## src/rtl/bta_pkg.sv

```systemverilog
// shared types and constants of the boundary tag heap allocator
package bta_pkg;

  localparam int unsigned NEED_W = 12;

  typedef enum logic [1:0] {
    ST_OK      = 2'd0,
    ST_NOSPACE = 2'd1,
    ST_FREED   = 2'd2,
    ST_OUTSIDE = 2'd3
  } status_e;

  typedef enum logic {
    OP_ALLOC = 1'b0,
    OP_FREE  = 1'b1
  } opcode_e;

  typedef enum logic [4:0] {
    S_INIT0, S_INIT1, S_INIT2, S_IDLE, S_DISP,
    S_A_RD, S_A_CHK, S_A_WH1, S_A_WF1, S_A_WH2, S_A_WF2,
    S_F_RD, S_F_CHK, S_F_NRD, S_F_NCHK, S_F_PRD, S_F_PCHK, S_F_WH, S_F_WF,
    S_EMIT
  } state_e;

  typedef enum logic [2:0] {
    UPD_NONE, UPD_LOAD, UPD_INIT, UPD_STEP, UPD_SPLIT, UPD_NEED, UPD_WHOLE,
    UPD_MNEXT
  } upd_e;

  typedef enum logic [1:0] {
    RD_CUR, RD_NEXT, RD_PREV
  } rd_sel_e;

  typedef struct packed {
    upd_e    upd;
    logic    merge_prev;
    logic    mem_rd;
    rd_sel_e rd_sel;
    logic    mem_wr;
    logic    wr_foot;
    logic    wr_alloc;
    logic    emit;
    logic    emit_addr;
    status_e emit_status;
  } cmd_t;

  typedef struct packed {
    opcode_e op;
    logic    outside;
    logic    misaligned;
    logic    cur_end;
    logic    cur_gt_h;
    logic    cur_eq_h;
    logic    tag_alloc;
    logic    fits;
    logic    split;
    logic    next_in;
    logic    base_nz;
    logic    out_full;
  } sts_t;

endpackage

```

## src/rtl/bta_controller.sv

```systemverilog
// sequencer for init, first-fit walk, split and coalescing free
module bta_controller (
  input  logic          clk_i,
  input  logic          rst_ni,
  input  logic          in_valid_i,
  output logic          in_stall_o,
  input  bta_pkg::sts_t sts_i,
  output bta_pkg::cmd_t cmd_o
);
  bta_pkg::state_e state_q, state_d;
  bta_pkg::status_e res_q, res_d;

  always_ff @(posedge clk_i or negedge rst_ni) begin
    if (!rst_ni) begin
      state_q <= bta_pkg::S_INIT0;
      res_q   <= bta_pkg::ST_OK;
    end else begin
      state_q <= state_d;
      res_q   <= res_d;
    end
  end

  always_comb begin
    state_d = state_q;
    res_d   = res_q;
    cmd_o   = '{upd: bta_pkg::UPD_NONE, merge_prev: 1'b0, mem_rd: 1'b0,
                rd_sel: bta_pkg::RD_CUR, mem_wr: 1'b0, wr_foot: 1'b0,
                wr_alloc: 1'b0, emit: 1'b0, emit_addr: 1'b0,
                emit_status: res_q};
    in_stall_o = state_q != bta_pkg::S_IDLE;
    case (state_q)
      bta_pkg::S_INIT0: begin
        cmd_o.upd = bta_pkg::UPD_INIT;
        state_d   = bta_pkg::S_INIT1;
      end
      bta_pkg::S_INIT1: begin
        cmd_o.mem_wr = 1'b1;
        state_d      = bta_pkg::S_INIT2;
      end
      bta_pkg::S_INIT2: begin
        cmd_o.mem_wr  = 1'b1;
        cmd_o.wr_foot = 1'b1;
        state_d       = bta_pkg::S_IDLE;
      end
      bta_pkg::S_IDLE: begin
        if (in_valid_i) begin
          cmd_o.upd = bta_pkg::UPD_LOAD;
          state_d   = bta_pkg::S_DISP;
        end
      end
      bta_pkg::S_DISP: begin
        if (sts_i.op == bta_pkg::OP_ALLOC) begin
          state_d = bta_pkg::S_A_RD;
        end else if (sts_i.outside) begin
          res_d   = bta_pkg::ST_OUTSIDE;
          state_d = bta_pkg::S_EMIT;
        end else if (sts_i.misaligned) begin
          res_d   = bta_pkg::ST_FREED;
          state_d = bta_pkg::S_EMIT;
        end else begin
          state_d = bta_pkg::S_F_RD;
        end
      end
      bta_pkg::S_A_RD: begin
        if (sts_i.cur_end) begin
          res_d   = bta_pkg::ST_NOSPACE;
          state_d = bta_pkg::S_EMIT;
        end else begin
          cmd_o.mem_rd = 1'b1;
          state_d      = bta_pkg::S_A_CHK;
        end
      end
      bta_pkg::S_A_CHK: begin
        if (!sts_i.fits) begin
          cmd_o.upd = bta_pkg::UPD_STEP;
          state_d   = bta_pkg::S_A_RD;
        end else if (sts_i.split) begin
          cmd_o.upd = bta_pkg::UPD_SPLIT;
          state_d   = bta_pkg::S_A_WH1;
        end else begin
          cmd_o.upd = bta_pkg::UPD_WHOLE;
          state_d   = bta_pkg::S_A_WH2;
        end
      end
      bta_pkg::S_A_WH1: begin
        cmd_o.mem_wr = 1'b1;
        state_d      = bta_pkg::S_A_WF1;
      end
      bta_pkg::S_A_WF1: begin
        cmd_o.mem_wr  = 1'b1;
        cmd_o.wr_foot = 1'b1;
        cmd_o.upd     = bta_pkg::UPD_NEED;
        state_d       = bta_pkg::S_A_WH2;
      end
      bta_pkg::S_A_WH2: begin
        cmd_o.mem_wr   = 1'b1;
        cmd_o.wr_alloc = 1'b1;
        state_d        = bta_pkg::S_A_WF2;
      end
      bta_pkg::S_A_WF2: begin
        cmd_o.mem_wr   = 1'b1;
        cmd_o.wr_alloc = 1'b1;
        cmd_o.wr_foot  = 1'b1;
        res_d          = bta_pkg::ST_OK;
        state_d        = bta_pkg::S_EMIT;
      end
      bta_pkg::S_F_RD: begin
        if (sts_i.cur_gt_h || sts_i.cur_end) begin
          res_d   = bta_pkg::ST_FREED;
          state_d = bta_pkg::S_EMIT;
        end else begin
          cmd_o.mem_rd = 1'b1;
          state_d      = bta_pkg::S_F_CHK;
        end
      end
      bta_pkg::S_F_CHK: begin
        if (!sts_i.cur_eq_h) begin
          cmd_o.upd = bta_pkg::UPD_STEP;
          state_d   = bta_pkg::S_F_RD;
        end else if (!sts_i.tag_alloc) begin
          res_d   = bta_pkg::ST_FREED;
          state_d = bta_pkg::S_EMIT;
        end else begin
          cmd_o.upd = bta_pkg::UPD_WHOLE;
          state_d   = bta_pkg::S_F_NRD;
        end
      end
      bta_pkg::S_F_NRD: begin
        if (sts_i.next_in) begin
          cmd_o.mem_rd = 1'b1;
          cmd_o.rd_sel = bta_pkg::RD_NEXT;
          state_d      = bta_pkg::S_F_NCHK;
        end else begin
          state_d = sts_i.base_nz ? bta_pkg::S_F_PRD : bta_pkg::S_F_WH;
        end
      end
      bta_pkg::S_F_NCHK: begin
        if (!sts_i.tag_alloc) begin
          cmd_o.upd = bta_pkg::UPD_MNEXT;
        end
        state_d = sts_i.base_nz ? bta_pkg::S_F_PRD : bta_pkg::S_F_WH;
      end
      bta_pkg::S_F_PRD: begin
        cmd_o.mem_rd = 1'b1;
        cmd_o.rd_sel = bta_pkg::RD_PREV;
        state_d      = bta_pkg::S_F_PCHK;
      end
      bta_pkg::S_F_PCHK: begin
        cmd_o.merge_prev = !sts_i.tag_alloc;
        state_d          = bta_pkg::S_F_WH;
      end
      bta_pkg::S_F_WH: begin
        cmd_o.mem_wr = 1'b1;
        state_d      = bta_pkg::S_F_WF;
      end
      bta_pkg::S_F_WF: begin
        cmd_o.mem_wr  = 1'b1;
        cmd_o.wr_foot = 1'b1;
        res_d         = bta_pkg::ST_OK;
        state_d       = bta_pkg::S_EMIT;
      end
      bta_pkg::S_EMIT: begin
        if (!sts_i.out_full) begin
          cmd_o.emit      = 1'b1;
          cmd_o.emit_addr = (res_q == bta_pkg::ST_OK) && (sts_i.op == bta_pkg::OP_ALLOC);
          state_d         = bta_pkg::S_IDLE;
        end
      end
      default: state_d = bta_pkg::S_IDLE;
    endcase
  end
endmodule

```

## config.mk

```make
export PLATFORM = sky130hd
export DESIGN_NAME = bta_controller
export DESIGN_NICKNAME = d
export VERILOG_FILES = /design/src/rtl/bta_pkg.sv /design/src/rtl/bta_controller.sv
export SDC_FILE = /design/constraint.sdc
export NUM_CORES = 1
export LEC_CHECK = 0
export ABC_AREA = 0
export BUFFER_PORTS_ARGS = -buffer_cell sky130_fd_sc_hd__buf_2
export CORE_MARGIN = 2
export CORE_UTILIZATION = 45
export DETAILED_ROUTE_END_ITERATION = 12
export PLACE_DENSITY = 0.71
export SLEW_MARGIN = 20
export SYNTH_ARGS = -nofsm -noshare
export SYNTH_HDL_FRONTEND = slang
export SYNTH_SLANG_ARGS = --single-unit
```

## constraint.sdc

```tcl
create_clock -name clk_i -period 3.6 [get_ports clk_i]
set_input_delay 1.08 -clock clk_i [delete_from_list [all_inputs] [get_ports clk_i]]
set_output_delay 1.08 -clock clk_i [all_outputs]
set_load 0.1 [all_outputs]
```

==> summary.md, run 1 <==
| Metric | Value |
|---|---|
| Synthesized Nets | `162` |
| FF-to-FF Start | `state_q[2]$_DFFE_PN0P_` |
| Worst R2R End | `res_q[1]$_DFFE_PN0P_` |
| Hold_sp | `res_q[0]$_DFFE_PN0P_` |
| Clock Sinks | `7` |
| Fin. Hold Viols | `0` |
| Minimum clock period after layout | `3390 ps` |
| Post-CTS Setup Bufs | `0` |
| Sequential area share after synthesis | `0.168` |
| Pre-CTS WS | `240 ps` |
| Layout cells sized above 1 | `0.286` |
| Chip height | `52.1 microns` |
| Setup violators final | `0` |
| Hold depth | `1` |
| Hold Path Class | `reg -> reg` |
| Most common cell in the netlist | `nor2_1` |
| Starting Density | `0.476` |
| Wire length per cell | `16.4 microns` |
| Number of distinct library cells after synthesis | `44` |
| H-tree Lvls | `1` |
| Flop2flop setup slack | `1510 ps` |
| Synth top area cells | `dfrtp_1 (17%), o21ai_0 (5.3%), buf_2 (4.8%)` |
| Final setup margin | `213 ps` |
| Final Wtd Congestion | `0.963` |
| #FFs+latches synth | `7` |
| Least-Margin Pin Slew | `462 ps` |
| Hold Path Sink | `res_q[0]$_DFFE_PN0P_` |
| Area grow syn2layout | `29.2%` |
| Post-Synth XOR/XNOR Area | `0.0168` |
| Clk buf depth | `2` |
| Final Max Slew Viols | `0` |
| Multiplexer share of the synthesized area | `0.0216` |
| R2R cell count | `5` |
| Cell Rows | `17` |
| Critical path type | `in -> out` |
| Synthesized instance count | `147` |
| Post-synth EDFFs | `0` |
| Compound-Gate Fraction of Synth Area | `0.334` |
| Synth async-reset ratio | `1.00` |
| Vias per cell | `6.29` |
| Hpwl dp | `2500 microns` |
| Die width | `52.1 microns` |
| Mean Syn Cell Area | `7.09 sq um` |
| Combinational family with the most area after synthesis | `simple AND/OR/NAND/NOR gates` |
| Tot GR Track Use | `0.274` |
| Initial antenna violation count | `0` |
| First-pass DRT Iterations | `5` |
| Post-CTS Resized | `0` |
| Core ar. | `2190 sq um` |
| Vias post-DR | `1,277` |
| Post-Synth Adder-Cell Area | `0` |
| Max Cap Violations | `0` |
| Clock slew seen by the registers of the worst setup and hold paths | `60 ps` |
| Final period utilization | `0.941` |
| Unrepaired setup endpoints after global routing | `no` |
| Yosys top cell area share | `0.168` |
| Worst EP arrival | `2310 ps` |
| Relative slew slack | `0.689` |
| Status | `complete, no violations` |
| Die ar. | `2720 sq um` |
| Clock Latency Late Sink | `250 ps` |
| Synth area leader | `dfrtp_1` |
| Largest net degree at the start of global routing | `28` |
| Fmax | `295 MHz` |
| Final nets | `191` |
| Buffers on Ports | `29` |
| Worst path required time | `2520 ps` |
| First-pass GRT wire length | `5600 microns` |
| CP Capture Type | `output port` |
| CP max FO | `3` |
| CTS tree | `done` |
| Prevailing post-synth register cell | `dfrtp_1` |
| Residual DRC | `0` |
| Ports | `30` |
| Vias in the first global route | `1,141` |
| Warnings, synthesis | `0` |
| Number of CTS-inserted buffers | `3` |
| Post-DRT Antenna Nets | `0` |
| ANT cells | `0` |
| Post-route clock skew | `5.82 ps` |
| Clk root buf | `clkbuf_4` |
| Gr ovfl total | `0` |
| Critical path startpoint category | `input port` |
| Drt initial violations | `38` |
| Most frequent cells after synthesis | `nor2_1 (12), o21ai_0 (11), buf_2 (10), nand2_1 (10), a21oi_1 (9)` |
| Post-Synth Simple-Gate Area | `0.372` |
| Netlist Area Pre-Place | `1040 sq um` |
| CTS Hold Bufs | `0` |
| Routed WL | `3320 microns` |
## stage by stage
step | instances | TNS (ps) | hold slack [ps] | area (sq um) | utilization
floorplan | 147 | -626 | 715 | 1120 | -
global placement | 199 | 0 | 579 | 1320 | 0.603
detailed placement | 199 | 0 | 586 | 1320 | 0.603
CTS | 203 | 0 | 600 | 1350 | 0.615
global route | 203 | 0 | 638 | 1350 | 0.615
finish | 203 | 0 | 599 | 1350 | 0.615
## sequential cells by signal, indices dropped and copies added, names as in the netlist
signal / cells
state_q: 5
res_q: 2
## worst max path at each step
stage	endpoint	start	slack (ps)
after floorplan	cmd_o[2]	sts_i[0]	-550
after global placement	cmd_o[9]	sts_i[7]	350
after detailed placement	cmd_o[9]	sts_i[7]	240
after CTS	cmd_o[9]	sts_i[7]	230
after global routing	cmd_o[2]	state_q[2]$_DFFE_PN0P_	150
final	cmd_o[9]	sts_i[7]	210
## metal layers
layer / up-vias / GRT usage / routed length (microns)
met5: - / 0 / 0
met4: 0 / 0.0570 / 34
met3: 4 / 0.0460 / 188
met2: 42 / 0.426 / 1590
met1: 612 / 0.393 / 1510
li1: 619 / - / -
## cell type report
class / instances / area (sq um)
Tap cell: 28 / 35.0
Multi-Input combinational cell: 121 / 856
Timing Repair Buffer: 36 / 228
Fill cell: 214 / 845
Clock buffer: 4 / 26.3
Inverter: 7 / 26.3
Sequential cell: 7 / 175
## worst max-delay path, cell delays in order
cell and delay, ps:
buf_2 100, nor4bb_1 290, o21ai_0 250, o21ai_1 140, buf_2 440
## layout by cell type, fill, tap and decap left out, types with 2 or more instances in the layout
| master | netlist | routed |
|---|---|---|
| buf_12 | 0 | 2 |
| o2111ai_1 | 4 | 4 |
| o21bai_1 | 2 | 2 |
| buf_4 | 0 | 7 |
| nand3_1 | 6 | 6 |
| a21oi_1 | 9 | 9 |
| o2bb2ai_1 | 2 | 2 |
| nand2b_1 | 6 | 6 |
| nor3b_1 | 3 | 3 |
| nor3_1 | 5 | 3 |
| nor2_1 | 12 | 12 |
| o32a_1 | 2 | 2 |
| clkbuf_4 | 0 | 3 |
| and3_1 | 2 | 2 |
| nor2b_1 | 3 | 3 |
| nor4bb_1 | 2 | 2 |
| nor4_1 | 4 | 3 |
| a22oi_1 | 2 | 2 |
| a31oi_1 | 3 | 3 |
| inv_1 | 7 | 7 |
| o32ai_1 | 3 | 2 |
| nand3b_1 | 5 | 5 |
| buf_2 | 10 | 27 |
| dfrtp_1 | 7 | 7 |
| nand2_1 | 10 | 9 |
| o22ai_1 | 2 | 2 |
| o211ai_1 | 4 | 4 |
| mux2_2 | 2 | 2 |
| o21ai_0 | 11 | 10 |
## logic make-up (layout without fill, tap and decap cells)
logic type                after synthesis  in the layout
xor gates and xnor gates                2              2
muxes                                   2              2
DFF                                     7              7
AOI/OAI and AO/OA                      51             51
buffers and inverters                  19             47
and+or+nand+nor                        66             66
Power of run 1 is not shown: default switching activity piles up to over one toggle a cycle in this logic, so the estimate is an artifact.
==> run 2: changes to the inputs <==
--- a/config.mk
+++ b/config.mk
@@ -11,6 +11,7 @@
 export CORE_UTILIZATION = 45
 export DETAILED_ROUTE_END_ITERATION = 12
 export PLACE_DENSITY = 0.71
+export REMOVE_ABC_BUFFERS = 1
 export SLEW_MARGIN = 20
 export SYNTH_ARGS = -nofsm -noshare
 export SYNTH_HDL_FRONTEND = slang
==> run 2 against run 1 <==
Compared with the run above: flip-flop and latch count did not move; maximum frequency is 0.28% higher; non-clock buffer count is 2 lower; utilization is 5.0 points lower; sequential share of layout area up 1.2 points; clock-buffer cell count is the same; global-route usage is 2.5 points lower; final cell count fell by 0.99%; worst hold slack got worse by 66 ps; cell area fell by 8.2%.
==> summary.md, run 2 (synthesis gave the netlist of run 1 again) <==
| Metric | Value |
|---|---|
| ANT cells | `0 (unchanged)` |
| Post-CTS Setup Bufs | `0 (unchanged)` |
| Commonest non-fill, non-tap cell in the layout | `buf_2` |
| Chip height | `52.1 microns (unchanged)` |
| Final cell count without fillers | `201 (-0.99%)` |
| Area grow syn2layout | `18.6%` |
| Critical path type | `reg -> out` |
| Hpwl dp | `2370 microns (-5.1%)` |
| Vias post-DR | `1,268 (-0.70%)` |
| Gr ovfl total | `0 (unchanged)` |
| Grt met3 use | `0.0287 (-0.0172)` |
| Die width | `52.1 microns (unchanged)` |
| Clock Latency Late Sink | `250 ps (about the same)` |
| Fillers | `220 (+2.8%)` |
| Biggest regs | `state_q (5), res_q (2)` |
| Status | `complete, no violations` |
| Final Wtd Congestion | `0.902 (-6.3%)` |
| Core ar. | `2190 sq um (unchanged)` |
| Clock slew seen by the registers of the worst setup and hold paths | `50 ps (about the same)` |
| Ports | `30 (unchanged)` |
| Critical Path Start | `state_q[4]$_DFFE_PN0P_` |
| Max reg flops | `5 (unchanged)` |
| Post-CTS Resized | `0 (unchanged)` |
| Final period utilization | `0.938 (-0.00264)` |
| H-tree Lvls | `1 (unchanged)` |
| Drt initial violations | `70 (+84%)` |
| Starting Density | `0.476 (unchanged)` |
| Flop2flop setup slack | `1530 ps (+20 ps)` |
| Buffers on Ports | `29 (unchanged)` |
| Post-route clock skew | `6.23 ps (+0.402 ps)` |
| Wire length per cell | `15.6 microns (-4.6%)` |
| Clock Sinks | `7 (unchanged)` |
| First-pass DRT Iterations | `4 (-1)` |
| Met1 GRT Util | `0.325 (-0.0679)` |
| Worst EP arrival | `2300 ps (about the same)` |
| Layout cells sized above 1 | `0.237 (-0.0487)` |
| FF-to-FF Start | `state_q[1]$_DFFE_PN0P_` |
| Worst R2R End | `res_q[0]$_DFFE_PN0P_` |
| CP max FO | `21 (+18)` |
| CTS tree | `done` |
| Unrepaired setup endpoints after global routing | `no` |
| First-pass GRT wire length | `5030 microns (-10%)` |
| Clk buf depth | `2 (unchanged)` |
| CP Capture Type | `output port` |
| CTS Hold Bufs | `0 (unchanged)` |
| Routed WL | `3140 microns (-5.5%)` |
| Placed instance count | `197 (-1.0%)` |
| Die ar. | `2720 sq um (unchanged)` |
| Vias in the first global route | `1,116 (-2.2%)` |
| R2R cell count | `5 (unchanged)` |
| Post-DRT Antenna Nets | `0 (unchanged)` |
| End of the critical path | `cmd_o[11]` |
| Vias per cell | `6.31 (+0.28%)` |
| Reg with most FFs | `state_q` |
| Least-Margin Pin Slew | `654 ps (+192 ps)` |
| Critical path startpoint category | `flop` |
| Grt met2 use | `0.418 (-0.00844)` |
| Multi-input gate area | `776 sq um (-9.4%)` |
| Minimum clock period after layout | `3380 ps (-9.51 ps)` |
| Residual DRC | `0 (unchanged)` |
| Relative slew slack | `0.564 (-0.125)` |
| Fin. Hold Viols | `0 (unchanged)` |
| Hold Path Class | `reg -> reg` |
| Busiest layer in global routing | `met2` |
| Setup violators final | `0 (unchanged)` |
| Max Cap Violations | `0 (unchanged)` |
| Most frequent cells in the layout | `buf_2 (28), nor2_1 (12), o21ai_0 (11), nand2_1 (10), a21oi_1 (9)` |
| Number of CTS-inserted buffers | `3 (unchanged)` |
| Cell Rows | `17 (unchanged)` |
| Largest net degree at the start of global routing | `22 (-21%)` |
| Initial antenna violation count | `0 (unchanged)` |
| Final nets | `189 (-1.0%)` |
| Clk root buf | `clkbuf_4` |
| Tot GR Track Use | `0.248 (-0.0254)` |
| Final Max Slew Viols | `0 (unchanged)` |
| Register area | `175 sq um (unchanged)` |
| Worst path required time | `2520 ps (about the same)` |
| Fmax | `296 MHz (+0.28%)` |
==> run 2: cell types whose count changed in the layout (fill, tap and decap cells not counted), sizes merged <==
cell  delta
buf      -2
==> run 2: how the worst min path moves through the flow <==
stage | startpoint | end | cells past startpoint
final | res_q[0]$_DFFE_PN0P_ | res_q[0]$_DFFE_PN0P_ | 1
after global routing | res_q[0]$_DFFE_PN0P_ | res_q[0]$_DFFE_PN0P_ | 1
after CTS | res_q[0]$_DFFE_PN0P_ | res_q[0]$_DFFE_PN0P_ | 1
after detailed placement | res_q[0]$_DFFE_PN0P_ | res_q[0]$_DFFE_PN0P_ | 1
after global placement | res_q[1]$_DFFE_PN0P_ | res_q[1]$_DFFE_PN0P_ | 1
after floorplan | state_q[4]$_DFFE_PN0P_ | state_q[0]$_DFFE_PN0P_ | 1
==> run 2: layout make-up <==
type	instances	area share
repair buffers	34	0.160
multi-input cells	121	0.628
inverters	7	0.0213
well taps	28	0.0283
clock buffers	4	0.0213
flip-flops and latches	7	0.142
==> run 2: routing by layer <==
metal  part of all wire  up-vias
met4              0.026        0
met2               0.48       66
li1                   -      616
met5                  0        -
met3              0.071        8
met1               0.42      578
==> run 2: worst max-delay path, cell delays in order, from the launching register on <==
cell	delay, ps
dfrtp_1	620
nor4_1	640
a22oi_1	210
o211ai_1	120
buf_2	450
==> run 2: stage by stage <==
stage	utilization	setup TNS [ps]	hold slack, ps	instance area (sq um)	worst slack [ps]
2_1_floorplan	-	-11060	774	977	-3890
3_3_place_gp	0.552	0	514	1210	348
3_5_place_dp	0.552	0	525	1210	298
4_1_cts	0.564	0	539	1240	247
5_1_grt	0.564	0	563	1240	32.0
6_report	0.564	0	533	1240	223
Power of run 2 is left out for the same reason.
